## src/lru_slot_manager_idle_evict_macros.svh

```systemverilog
// Assertion macros shared by the slot manager RTL.
`ifndef LRU_SLOT_MANAGER_IDLE_EVICT_MACROS_SVH
`define LRU_SLOT_MANAGER_IDLE_EVICT_MACROS_SVH
`ifndef NO_ASSERTIONS
// Same-cycle implication, checked at every rising edge out of reset.
`define LSM_ASSERT_IMP(lbl, clk, rst_n, ante, cons, msg) \
  lbl: assert property (@(posedge clk) disable iff (!rst_n) (ante) |-> (cons)) \
    else $error(msg);
// Next-cycle implication, checked at every rising edge out of reset.
`define LSM_ASSERT_NXT(lbl, clk, rst_n, ante, cons, msg) \
  lbl: assert property (@(posedge clk) disable iff (!rst_n) (ante) |=> (cons)) \
    else $error(msg);
`else
`define LSM_ASSERT_IMP(lbl, clk, rst_n, ante, cons, msg)
`define LSM_ASSERT_NXT(lbl, clk, rst_n, ante, cons, msg)
`endif
`endif

```

## src/lsm_pkg.sv

```systemverilog
// Types, codes and defaults of the LRU slot manager.
package lsm_pkg;

  localparam int SLOTS_DEF        = 64;
  localparam int CONN_ID_BITS_DEF = 16;

  localparam logic [31:0] IDLE_TIMEOUT_RST = 32'd60;

  // Configuration port: byte address bits and register word indexes.
  localparam int          CFG_AW           = 3;
  localparam logic [0:0]  REG_IDLE_TIMEOUT = 1'b0;

  typedef enum logic [1:0] {
    CMD_ALLOC   = 2'd0,
    CMD_TOUCH   = 2'd1,
    CMD_RELEASE = 2'd2
  } cmd_t;

  typedef enum logic [2:0] {
    ST_ALLOC_FREE  = 3'd0,
    ST_ALLOC_EVICT = 3'd1,
    ST_REJECT      = 3'd2,
    ST_DONE        = 3'd3,
    ST_BAD_SLOT    = 3'd4
  } status_t;

  typedef enum logic [2:0] {
    S_IDLE,
    S_READ,
    S_UNL_P,
    S_PUSH_A,
    S_PUSH_B,
    S_FREE,
    S_RESULT
  } eng_state_t;

  typedef struct packed {
    logic [1:0]  cmd;
    logic [5:0]  slot;
    logic [15:0] conn_id;
    logic [31:0] now;
  } req_t;

  typedef struct packed {
    status_t     status;
    logic [5:0]  granted;
    logic [15:0] evicted;
  } res_t;

endpackage

```

## src/lsm_cfg.sv

```systemverilog
// APB register block holding the idle timeout.
module lsm_cfg (
  input  logic                        clk,
  input  logic                        rst_n,
  input  logic                        psel,
  input  logic                        penable,
  input  logic                        pwrite,
  input  logic [lsm_pkg::CFG_AW-1:0]  paddr,
  input  logic [31:0]                 pwdata,
  output logic [31:0]                 prdata,
  output logic                        pready,
  output logic [31:0]                 idle_timeout
);

  logic [31:0] timeout_r;
  logic [31:0] timeout_nxt;
  logic [0:0]  widx;

  assign widx   = paddr[lsm_pkg::CFG_AW-1 -: 1];
  assign pready = 1'b1;

  always_comb begin
    timeout_nxt = timeout_r;
    if (psel && penable && pwrite && pready && widx == lsm_pkg::REG_IDLE_TIMEOUT) begin
      timeout_nxt = pwdata;
    end
  end

  always_comb begin
    case (widx)
      lsm_pkg::REG_IDLE_TIMEOUT: prdata = timeout_r;
      default:                   prdata = '0;
    endcase
  end

  always_ff @(posedge clk) begin
    if (!rst_n) begin
      timeout_r <= lsm_pkg::IDLE_TIMEOUT_RST;
    end else begin
      timeout_r <= timeout_nxt;
    end
  end

  assign idle_timeout = timeout_r;

endmodule

```

## config.mk

```make
export PLATFORM = sky130hd
export DESIGN_NAME = lsm_cfg
export DESIGN_NICKNAME = d
export VERILOG_FILES = /design/src/lru_slot_manager_idle_evict_macros.svh /design/src/lsm_pkg.sv /design/src/lsm_cfg.sv
export SDC_FILE = /design/constraint.sdc
export NUM_CORES = 1
export LEC_CHECK = 0
export BUFFER_PORTS_ARGS = -buffer_cell sky130_fd_sc_hd__buf_2
export CORE_ASPECT_RATIO = 1.5
export CORE_UTILIZATION = 44
export CTS_CLUSTER_DIAMETER = 30
export DETAILED_ROUTE_END_ITERATION = 8
export PLACE_DENSITY = 0.84
export SETUP_SLACK_MARGIN = 0.4
export SLEW_MARGIN = 20
export SYNTH_ARGS = -nofsm -noshare
export SYNTH_HDL_FRONTEND = slang
export SYNTH_SLANG_ARGS = --single-unit
```

## constraint.sdc

```tcl
create_clock -name clk -period 1.3 [get_ports clk]
set_input_delay 0.065 -clock clk [delete_from_list [all_inputs] [get_ports clk]]
set_output_delay 0.065 -clock clk [all_outputs]
set_load 0.1 [all_outputs]
```

==> flow_summary.yaml, run 1 <==
clock_network:
  clockRootBuffer: "clkbuf_8"
  cts_post_setup_buffers_inserted: 14
  numCtsBuffers: 5
  clockBufferDepth: 2
  clock_sinks: 32
  post_cts_resized: 175
  ctsHtreeMaxLevel: 2
  cts_hold_buf: 0
placement:
  gp_congestion: 0.7107
  dp.cells: 309
  detailed_place_hpwl_um: 3163
  numPortBuffers: 101
logic_synthesis:
  ys_types: 12
  synth_xor_area_share_pct: 0
  synth_top_family_by_area: "simple AND/OR/NAND/NOR gates"
  yosysWarnings: 0
  synth_adder_area_share_pct: 0
  synth_simple_gate_area_share_pct: 30.52
  synth_compound_area_share_pct: 0
  synth.ff_latch_count: 32
  synth_cells: 177
  synth_area_um2: 1558
  seq_area_frac_synth_pct: 41.12
  syn_nets: 217
  synth_mux_area_share_pct: 20.56
  avgSynthCellArea_um2: 8.801
floorplan:
  num_rows: 26
  dieWidth_um: 50.58
  initial_core_util_pct: 46.04
  num_io_pins: 105
  die_y_um: 74.88
run_status:
  first-error: "[ERROR DPL-0038] Utilization greater than 100%, impossible to legalize"
  lastStage: "clock tree synthesis (4_1_cts)"
  status: "stopped before the end"
-- stage by stage --
stage / setup slack, ns / util [%] / instance area (um^2)
floorplan: 0.1195 / - / 1909
global placement: 0.2522 / 79.73 / 2698
detailed placement: 0.2027 / 79.73 / 2698
-- cells by family after synthesis --
family / count (synthesis)
AND/OR/NAND/NOR: 97
multiplexers: 32
flip-flops: 32
buffers and inverters: 15
other: 1
-- synth_stat cells --
library cell | instances | area (um^2)
conb_1 | 1 | 3.750
dfxtp_1 | 32 | 640.6
buf_2 | 1 | 5.000
mux2i_1 | 32 | 320.3
buf_12 | 3 | 60.06
nand2_1 | 56 | 210.2
clkbuf_1 | 9 | 33.78
and2b_2 | 2 | 17.52
and4b_1 | 1 | 10.01
buf_6 | 1 | 11.26
nor2b_1 | 38 | 237.7
buf_4 | 1 | 7.510
==> run 2: changes to the inputs <==
- CORE_ASPECT_RATIO: 1.5 -> not set
- CORE_UTILIZATION: 44 -> 30
- CTS_CLUSTER_DIAMETER: 30 -> not set
- PLACE_DENSITY: 0.84 -> not set
- PLACE_DENSITY_LB_ADDON: not set -> 0.15
- SETUP_SLACK_MARGIN: 0.4 -> not set
==> run 2 against run 1 <==
- the flow now finishes without violations
- area after synthesis unchanged
- synthesized cell count unchanged
==> flow_summary.yaml, run 2 <==
logic_synthesis:
  yosys.area.top_type: "dfxtp_1"
  synth_area_um2: 1558
  synth_most_common_cell: "nand2_1"
  avgSynthCellArea_um2: 8.801
  synth_cells: 177
  synth.ff_latch_count: 32
  synth_edf_count: 0
  syn_nets: 217
  synthTopCellsByArea: "dfxtp_1 41%, mux2i_1 21%, nor2b_1 15%"
  async_flop_share_pct: 0
  yosysTopAreaCellShare_pct: 41.12
  seq_area_frac_synth_pct: 41.12
  ys_types: 12
  synth_ff_type: "dfxtp_1"
  yosysWarnings: 0
  synth_common_cells: "56 x nand2_1, 38 x nor2b_1, 32 x dfxtp_1, 32 x mux2i_1, 9 x clkbuf_1"
drt:
  drc_errors: 0
  wl_um: 3827
  wl_per_cell_um: 11.19
  drt_pre_antenna_iters: 4
  ant_nets: 0
  vias_per_cell: 4.333
  dr.first_iter.drc_count: 51
  vias: 1482
clock_network:
  clockRootBuffer: "clkbuf_8"
  ctsHtreeMaxLevel: 2
  numCtsBuffers: 5
  post_cts_resized: 0
  cts_hold_buf: 0
  clock_sinks: 32
  clock_latency_ns: 0.27
  cts.clk_slew.worst_paths_ns: 0.06
  cts_post_setup_buffers_inserted: 0
  clockBufferDepth: 2
  tritoncts: "yes"
power_and_ir_drop:
  vdd_ir_drop_max_uv: 622.8
  p_leak_nw: 1.235
  powerDensity_nw_per_um2: 791.4
sta:
  setup_violations: 0
  rsz0062_at_grt: "no"
  hold_viol: 0
  drv_slew: 0
  fin_skew_ns: 0
  post-route-min-period_ns: 1.221
  setup_tns_ns: 0
  min_period_over_period_pct: 93.89
  fmax_ghz: 0.8193
floorplan:
  die_y_um: 74.06
  num_rows: 25
  dieWidth_um: 74.06
  initial_core_util_pct: 32.13
  dieArea_um2: 5485
  fp.coreArea_um2: 4848
  num_io_pins: 105
setup_path:
  path_cells: "nor2b_4 -> buf_2"
  r2r_start: "idle_timeout[4]"
  cp_slowest_cell: "buf_2"
  critPathBufInv: 1
  worstSetupEndpointType: "output pin"
  critical_path.max_stage_delay_ns: 0.42
  cp.arrival_ns: 1.16
  cp-start-kind: "flop"
  crit_type: "reg -> out"
  crit_path_max_fanout: 3
  crit_path_start: "idle_timeout[26]"
  cp_data_required_time_ns: 1.24
  path_delay_family: "buffers and inverters"
final_layout:
  synthToLayoutAreaGrowth_pct: 92.05
  drive_gt1_share_pct: 64.00
  nNetsFinal: 314
  num_antenna_cells: 0
  final_common_cell: "buf_2"
  most-common-layout-cells: "70 x buf_2, 56 x nand2_1, 34 x buf_12"
  design_area_um2: 2992
  largest_reg_flops: 32
  n_fill_cell: 428
grt:
  grt_pass1_wl_um: 5975
  grt_pass1_vias: 1392
  antenna_found_initial: 0
  grt.overflow.total: 0
  grt_use_total_pct: 14.31
  grt_max_degree: 65
worst_hold_path:
  worst_hold_path_type: "in -> reg"
  min_from: "pwdata[26]"
placement:
  numPortBuffers: 101
  placed_area_um2: 2902
  gp_congestion: 0.6506
  detailed_place_hpwl_um: 3004
flow_run:
  maxCapViolCount: 0
run_status:
  status: "complete, no violations"
-- run 2: cell counts after synthesis --
Identical to the previous run, type by type.
-- run 2: final timing paths --
| check | to | slack, ns | depth (start not counted) |
|---|---|---|---|
| setup / recovery | prdata[26] | 0.08 | 2 |
| hold / removal | idle_timeout[26] | 0.02 | 3 |
| setup reg to reg | idle_timeout[4] | 0.65 | 2 |
| hold reg to reg | idle_timeout[29] | 0.46 | 2 |
-- run 2: routing by layer --
| layer | global-route usage (%) | routed length (um) | vias up | part of all wire [%] |
|---|---|---|---|---|
| met5 | 0 | 0 | - | 0 |
| met1 | 15.11 | 1584 | 676 | 41 |
| met4 | 6.410 | 45 | 0 | 1.2 |
| met3 | 3.388 | 244 | 5 | 6.4 |
| met2 | 26.77 | 1952 | 53 | 51 |
| li1 | - | - | 748 | - |
-- run 2: final cells by class --
type	count	area [um^2]	area share [%]
flip-flops and latches	32	753.2	25.18
well taps	67	83.83	2.802
clock buffers	8	90.09	3.011
multi-input cells	130	1026	34.30
repair buffers	105	1039	34.71
-- run 2: worst min-delay path: cells and delay by family --
kind	cells	cell delay, ns
buffers and inverters	1	0.09
multiplexers	1	0.05
AND/OR/NAND/NOR	1	0.04
-- run 2: power by group --
| group | internal [W] | switching (W) |
|---|---|---|
| Combinational | 0.000201 | 0.000446 |
| Clock | 0.000431 | 0.000316 |
| Sequential | 0.000957 | 0.0000160 |
-- run 2: per-stage QoR --
| stage | worst slack (ns) | utilization (%) | cells | hold WS (ns) | power [W] |
|---|---|---|---|---|---|
| 3_5_place_dp | 0.1992 | 59.85 | 334 | 0.3088 | 0.001649 |
| 6_report | 0.07937 | 61.70 | 342 | 0.02409 | 0.002368 |
| 3_3_place_gp | 0.2585 | 59.85 | 334 | 0.3028 | 0.001641 |
| 4_1_cts | 0.06127 | 61.70 | 342 | 0.01935 | 0.002415 |
| 5_1_grt | 0.03762 | 61.70 | 342 | 0.01957 | 0.002491 |
| 2_1_floorplan | -0.04726 | - | 177 | 0.1966 | 0.001468 |
-- run 2: kinds of logic after synthesis --
logic type	after synthesis	synth area share, %
flip-flops	32	41.12
buffers and inverters	15	7.550
AND/OR/NAND/NOR	97	30.52
multiplexers	32	20.56
other	1	0.2407
Note: power is estimated with default switching activity, not from simulation.
==> run 3: changes to the inputs <==
- CELL_PAD_IN_SITES_DETAIL_PLACEMENT: not set -> 0
- CELL_PAD_IN_SITES_GLOBAL_PLACEMENT: not set -> 1
- CTS_BUF_LIST: not set -> sky130_fd_sc_hd__clkbuf_8 sky130_fd_sc_hd__clkbuf_16
==> run 3 against run 2 <==
- cell area fell by 6.0%
- worst setup slack lost 0.024 ns
- clock power grew 0.5%
- hold slack worse by 0.0081 ns
- final cell count grew 0.58%
- die area unchanged
- largest cell class is now multi-input combinational cells
==> flow_summary.yaml, run 3 (same netlist as run 2, synthesis figures left out) <==
setup_path:
  cp-start-kind: "flop"
  crit_type: "reg -> out"
  cp_data_required_time_ns: 1.24
  critical_path.max_stage_delay_ns: 0.42
  cp.arrival_ns: 1.18
  crit_path_max_fanout: 3
  worstSetupEndpointType: "output pin"
  cp_slowest_cell: "buf_2"
  path_cells: "nor2b_4 -> buf_2"
sta:
  hold_viol: 0
  min_period_over_period_pct: 95.72
  fin_skew_ns: 0
  post-route-min-period_ns: 1.244
  drv_slew: 0
  setup_violations: 0
  fmax_ghz: 0.8036
  setup_tns_ns: 0
  setup_slack_ns: 0.05562
  rsz0062_at_grt: "no"
floorplan:
  dieArea_um2: 5485
  num_rows: 25
  die_y_um: 74.06
  dieWidth_um: 74.06
  initial_core_util_pct: 32.13
  fp.coreArea_um2: 4848
  num_io_pins: 105
drt:
  drc_errors: 0
  drt_pre_antenna_iters: 2
  vias: 1478
  vias_per_cell: 4.297
  wl_per_cell_um: 11.38
  dr.first_iter.drc_count: 44
  ant_nets: 0
  wl_um: 3914
grt:
  grt_pass1_vias: 1350
  grt_max_degree: 65
  grt_pass1_wl_um: 6051
  antenna_found_initial: 0
  grt.overflow.total: 0
  grt_use_total_pct: 14.74
power_and_ir_drop:
  seqPwrFrac_pct: 41.7
  power.switching_w: 0.0007926
  intPower_w: 0.001538
  powerDensity_nw_per_um2: 829.1
  p_clk_share_pct: 32.2
  vdd_ir_drop_max_uv: 560.3
  p_leak_nw: 1.207
  swShare_pct: 34.01
  comb_power_share_pct: 26.0
final_layout:
  most-common-layout-cells: "83 x buf_2, 56 x nand2_1, 32 x mux2i_1"
  nNetsFinal: 316
  final_common_cell: "buf_2"
  synthToLayoutAreaGrowth_pct: 80.48
  instances_no_fill: 344
  n_fill_cell: 442
  num_antenna_cells: 0
  drive_gt1_share_pct: 64.26
  largest_reg_flops: 32
placement:
  dp.cells: 336
  gp_congestion: 0.6562
  numPortBuffers: 101
  pre_cts_ws_ns: 0.1469
  detailed_place_hpwl_um: 2966
clock_network:
  clock_sinks: 32
  cts_post_setup_buffers_inserted: 0
  cts.clk_slew.worst_paths_ns: 0.06
  clockRootBuffer: "clkbuf_8"
  clockBufferDepth: 2
  post_cts_resized: 0
  ctsHtreeMaxLevel: 2
  numCtsBuffers: 5
  tritoncts: "yes"
  cts_hold_buf: 0
  clock_latency_ns: 0.28
flow_run:
  maxCapViolCount: 0
run_status:
  status: "complete, no violations"
worst_hold_path:
  worst_hold_path_type: "in -> reg"
[run 3: path summary, 6_finish.rpt]
check | from | endpoint | slack [ns] | depth (start not counted)
min | pwdata[22] | idle_timeout[22] | 0.02 | 3
max | idle_timeout[10] | prdata[10] | 0.06 | 2
min reg2reg | idle_timeout[31] | idle_timeout[31] | 0.47 | 2
max reg2reg | idle_timeout[4] | idle_timeout[4] | 0.68 | 2
[run 3: power by group through the flow]
stage	combinational [W]	sequential (W)	clock (W)
after floorplan	0.000317	0.00115	0
after global routing	0.000637	0.000976	0.000838
after CTS	0.000614	0.000973	0.000793
after detailed placement	0.000613	0.000995	0
final	0.000607	0.000973	0.000751
after global placement	0.000608	0.000994	0
[run 3: final cells by class]
cell class                      instances  area, um^2  share of cell area, %
Clock buffer                            6       82.58                  2.937
Clock inverter                          2       7.507                 0.2670
Multi-Input combinational cell        130        1026                  36.49
Sequential cell                        32       753.2                  26.79
Tap cell                               67       83.83                  2.982
Timing Repair Buffer                  107       858.3                  30.53
[run 3: layer usage]
metal,vias to the layer above,track usage [%],wire length [um]
met4,0,5.128,48
met3,5,6.098,344
met1,660,16.38,1627
met2,59,25.35,1894
li1,754,-,-
met5,-,0,0
[run 3: through the flow]
| stage | hold slack [ns] | instance area [um^2] | util [%] | power, W |
|---|---|---|---|---|
| 6_report | 0.01602 | 2811 | 57.99 | 0.002331 |
| 5_1_grt | 0.01291 | 2811 | 57.99 | 0.002451 |
| 4_1_cts | 0.007388 | 2811 | 57.99 | 0.002380 |
| 3_5_place_dp | 0.3086 | 2721 | 56.13 | 0.001608 |
| 3_3_place_gp | 0.3020 | 2721 | 56.13 | 0.001602 |
| 2_1_floorplan | 0.1966 | 1896 | - | 0.001468 |
[run 3: critical path: cells and delay by family, from the launching register on]
kind | cells | cell delay (ns)
AND/OR/NAND/NOR | 1 | 0.13
flip-flops | 1 | 0.35
buffers and inverters | 1 | 0.42
==> run 4: changes to the inputs <==
- CELL_PAD_IN_SITES_DETAIL_PLACEMENT: 0 -> not set
- CELL_PAD_IN_SITES_GLOBAL_PLACEMENT: 1 -> not set
==> run 4 against run 3 <==
- combinational power grew 6.6%
- via count grew 0.88%
- global-route usage shrank 0.43 points
- largest power group unchanged
- highest routed layer unchanged
==> flow_summary.yaml, run 4 (same netlist as run 2, synthesis figures left out) <==
sta:
  hold_ws_ns: 0.02462
  hold_viol: 0
  setup_violations: 0
  fmax_ghz: 0.8193
  min_period_over_period_pct: 93.89
  drv_slew: 0
  post-route-min-period_ns: 1.221
  rsz0062_at_grt: "no"
  fin_skew_ns: 0
floorplan:
  dieArea_um2: 5485
  die_y_um: 74.06
  fp.coreArea_um2: 4848
  num_io_pins: 105
  initial_core_util_pct: 32.13
  dieWidth_um: 74.06
  num_rows: 25
setup_path:
  crit_type: "reg -> out"
  crit_path_max_fanout: 3
  cp.arrival_ns: 1.16
  r2r_start: "idle_timeout[4]"
  worstSetupEndpointType: "output pin"
  cp-start-kind: "flop"
  regToRegEndpoint: "idle_timeout[4]"
  r2r_slack_ns: 0.65
  r2r.worst_path.cells: 2
  cp_data_required_time_ns: 1.24
final_layout:
  largest_reg_flops: 32
  num_antenna_cells: 0
  drive_gt1_share_pct: 64.00
  nNetsFinal: 314
  instances_no_fill: 342
  most-common-layout-cells: "70 x buf_2, 56 x nand2_1, 34 x buf_12"
  synthToLayoutAreaGrowth_pct: 92.05
  design_area_um2: 2992
  final_common_cell: "buf_2"
clock_network:
  post_cts_resized: 0
  clock_sinks: 32
  clockRootBuffer: "clkbuf_8"
  cts_hold_buf: 0
  clockBufferDepth: 2
  ctsHtreeMaxLevel: 2
  cts_post_setup_buffers_inserted: 0
  cts.clk_slew.worst_paths_ns: 0.06
  numCtsBuffers: 5
  tritoncts: "yes"
  clock_latency_ns: 0.27
drt:
  dr.first_iter.drc_count: 51
  wl_um: 3826
  ant_nets: 0
  drt_pre_antenna_iters: 4
  drc_errors: 0
  vias: 1491
  wl_per_cell_um: 11.19
  vias_per_cell: 4.360
placement:
  dp.cells: 334
  detailed_place_hpwl_um: 3004
  placed_area_um2: 2902
  numPortBuffers: 101
  gp_congestion: 0.6506
power_and_ir_drop:
  p_leak_nw: 1.243
  power_w: 0.002353
  vdd_ir_drop_max_uv: 622.7
  comb_power_share_pct: 27.5
  intPower_w: 0.001573
  seqPwrFrac_pct: 41.3
  p_clk_share_pct: 31.2
  power.switching_w: 0.0007803
  powerDensity_nw_per_um2: 786.6
  swShare_pct: 33.16
grt:
  grt_max_degree: 65
  grt.overflow.total: 0
  grt_pass1_wl_um: 5975
  grt_pass1_vias: 1392
  antenna_found_initial: 0
  grt_use_total_pct: 14.31
worst_hold_path:
  min_from: "pwdata[26]"
  worst_hold_path_type: "in -> reg"
  min_path_cells: 3
  holdPathEnd: "idle_timeout[26]"
flow_run:
  maxCapViolCount: 0
run_status:
  status: "complete, no violations"
[run 4: cell types whose count changed in the layout (fill, tap and decap cells not counted)]
cell and delta:
buf_12 +13, buf_2 -13, buf_4 -2
[run 4: final cells by class]
cell class                 instances  area, um^2
clock buffer                       6       82.58
clock inverter                     2       7.507
fill                             428        1857
multi-input combinational        130        1026
sequential                        32       753.2
tap                               67       83.83
timing repair buffer             105        1039
[run 4: per-stage QoR]
stage	util [%]	TNS, ns	setup WS, ns
2_1_floorplan	-	-0.04726	-0.04726
3_3_place_gp	59.85	0	0.2585
3_5_place_dp	59.85	0	0.1992
4_1_cts	61.70	0	0.06090
5_1_grt	61.70	0	0.03702
6_report	61.70	0	0.07947
[run 4: worst max path at each step]
| stage | endpoint | cells past startpoint | startpoint |
|---|---|---|---|
| floorplan | prdata[2] | 1 | idle_timeout[2] |
| global placement | idle_timeout[9] | 4 | paddr[2] |
| detailed placement | idle_timeout[16] | 4 | paddr[2] |
| CTS | prdata[26] | 2 | idle_timeout[26] |
| global route | prdata[26] | 2 | idle_timeout[26] |
| finish | prdata[26] | 2 | idle_timeout[26] |
[run 4: routing by layer]
metal	global-route usage (%)	part of all wire [%]	vias to the layer above
met1	15.11	41	683
li1	-	-	748
met5	0	0	-
met4	6.410	1.2	0
met2	26.77	51	55
met3	3.388	6.8	5
[run 4: power by group through the flow]
stage	logic [W]	clock network, W	registers, W
finish	0.000647	0.000733	0.000973
global route	0.000677	0.000824	0.000975
CTS	0.000654	0.000772	0.000973
detailed placement	0.000654	0	0.000995
global placement	0.000647	0	0.000995
floorplan	0.000317	0	0.00115
[run 4: critical path: stages (launching register included)]
cell,delay (ns)
dfxtp_4,0.35
nor2b_4,0.12
buf_2,0.42
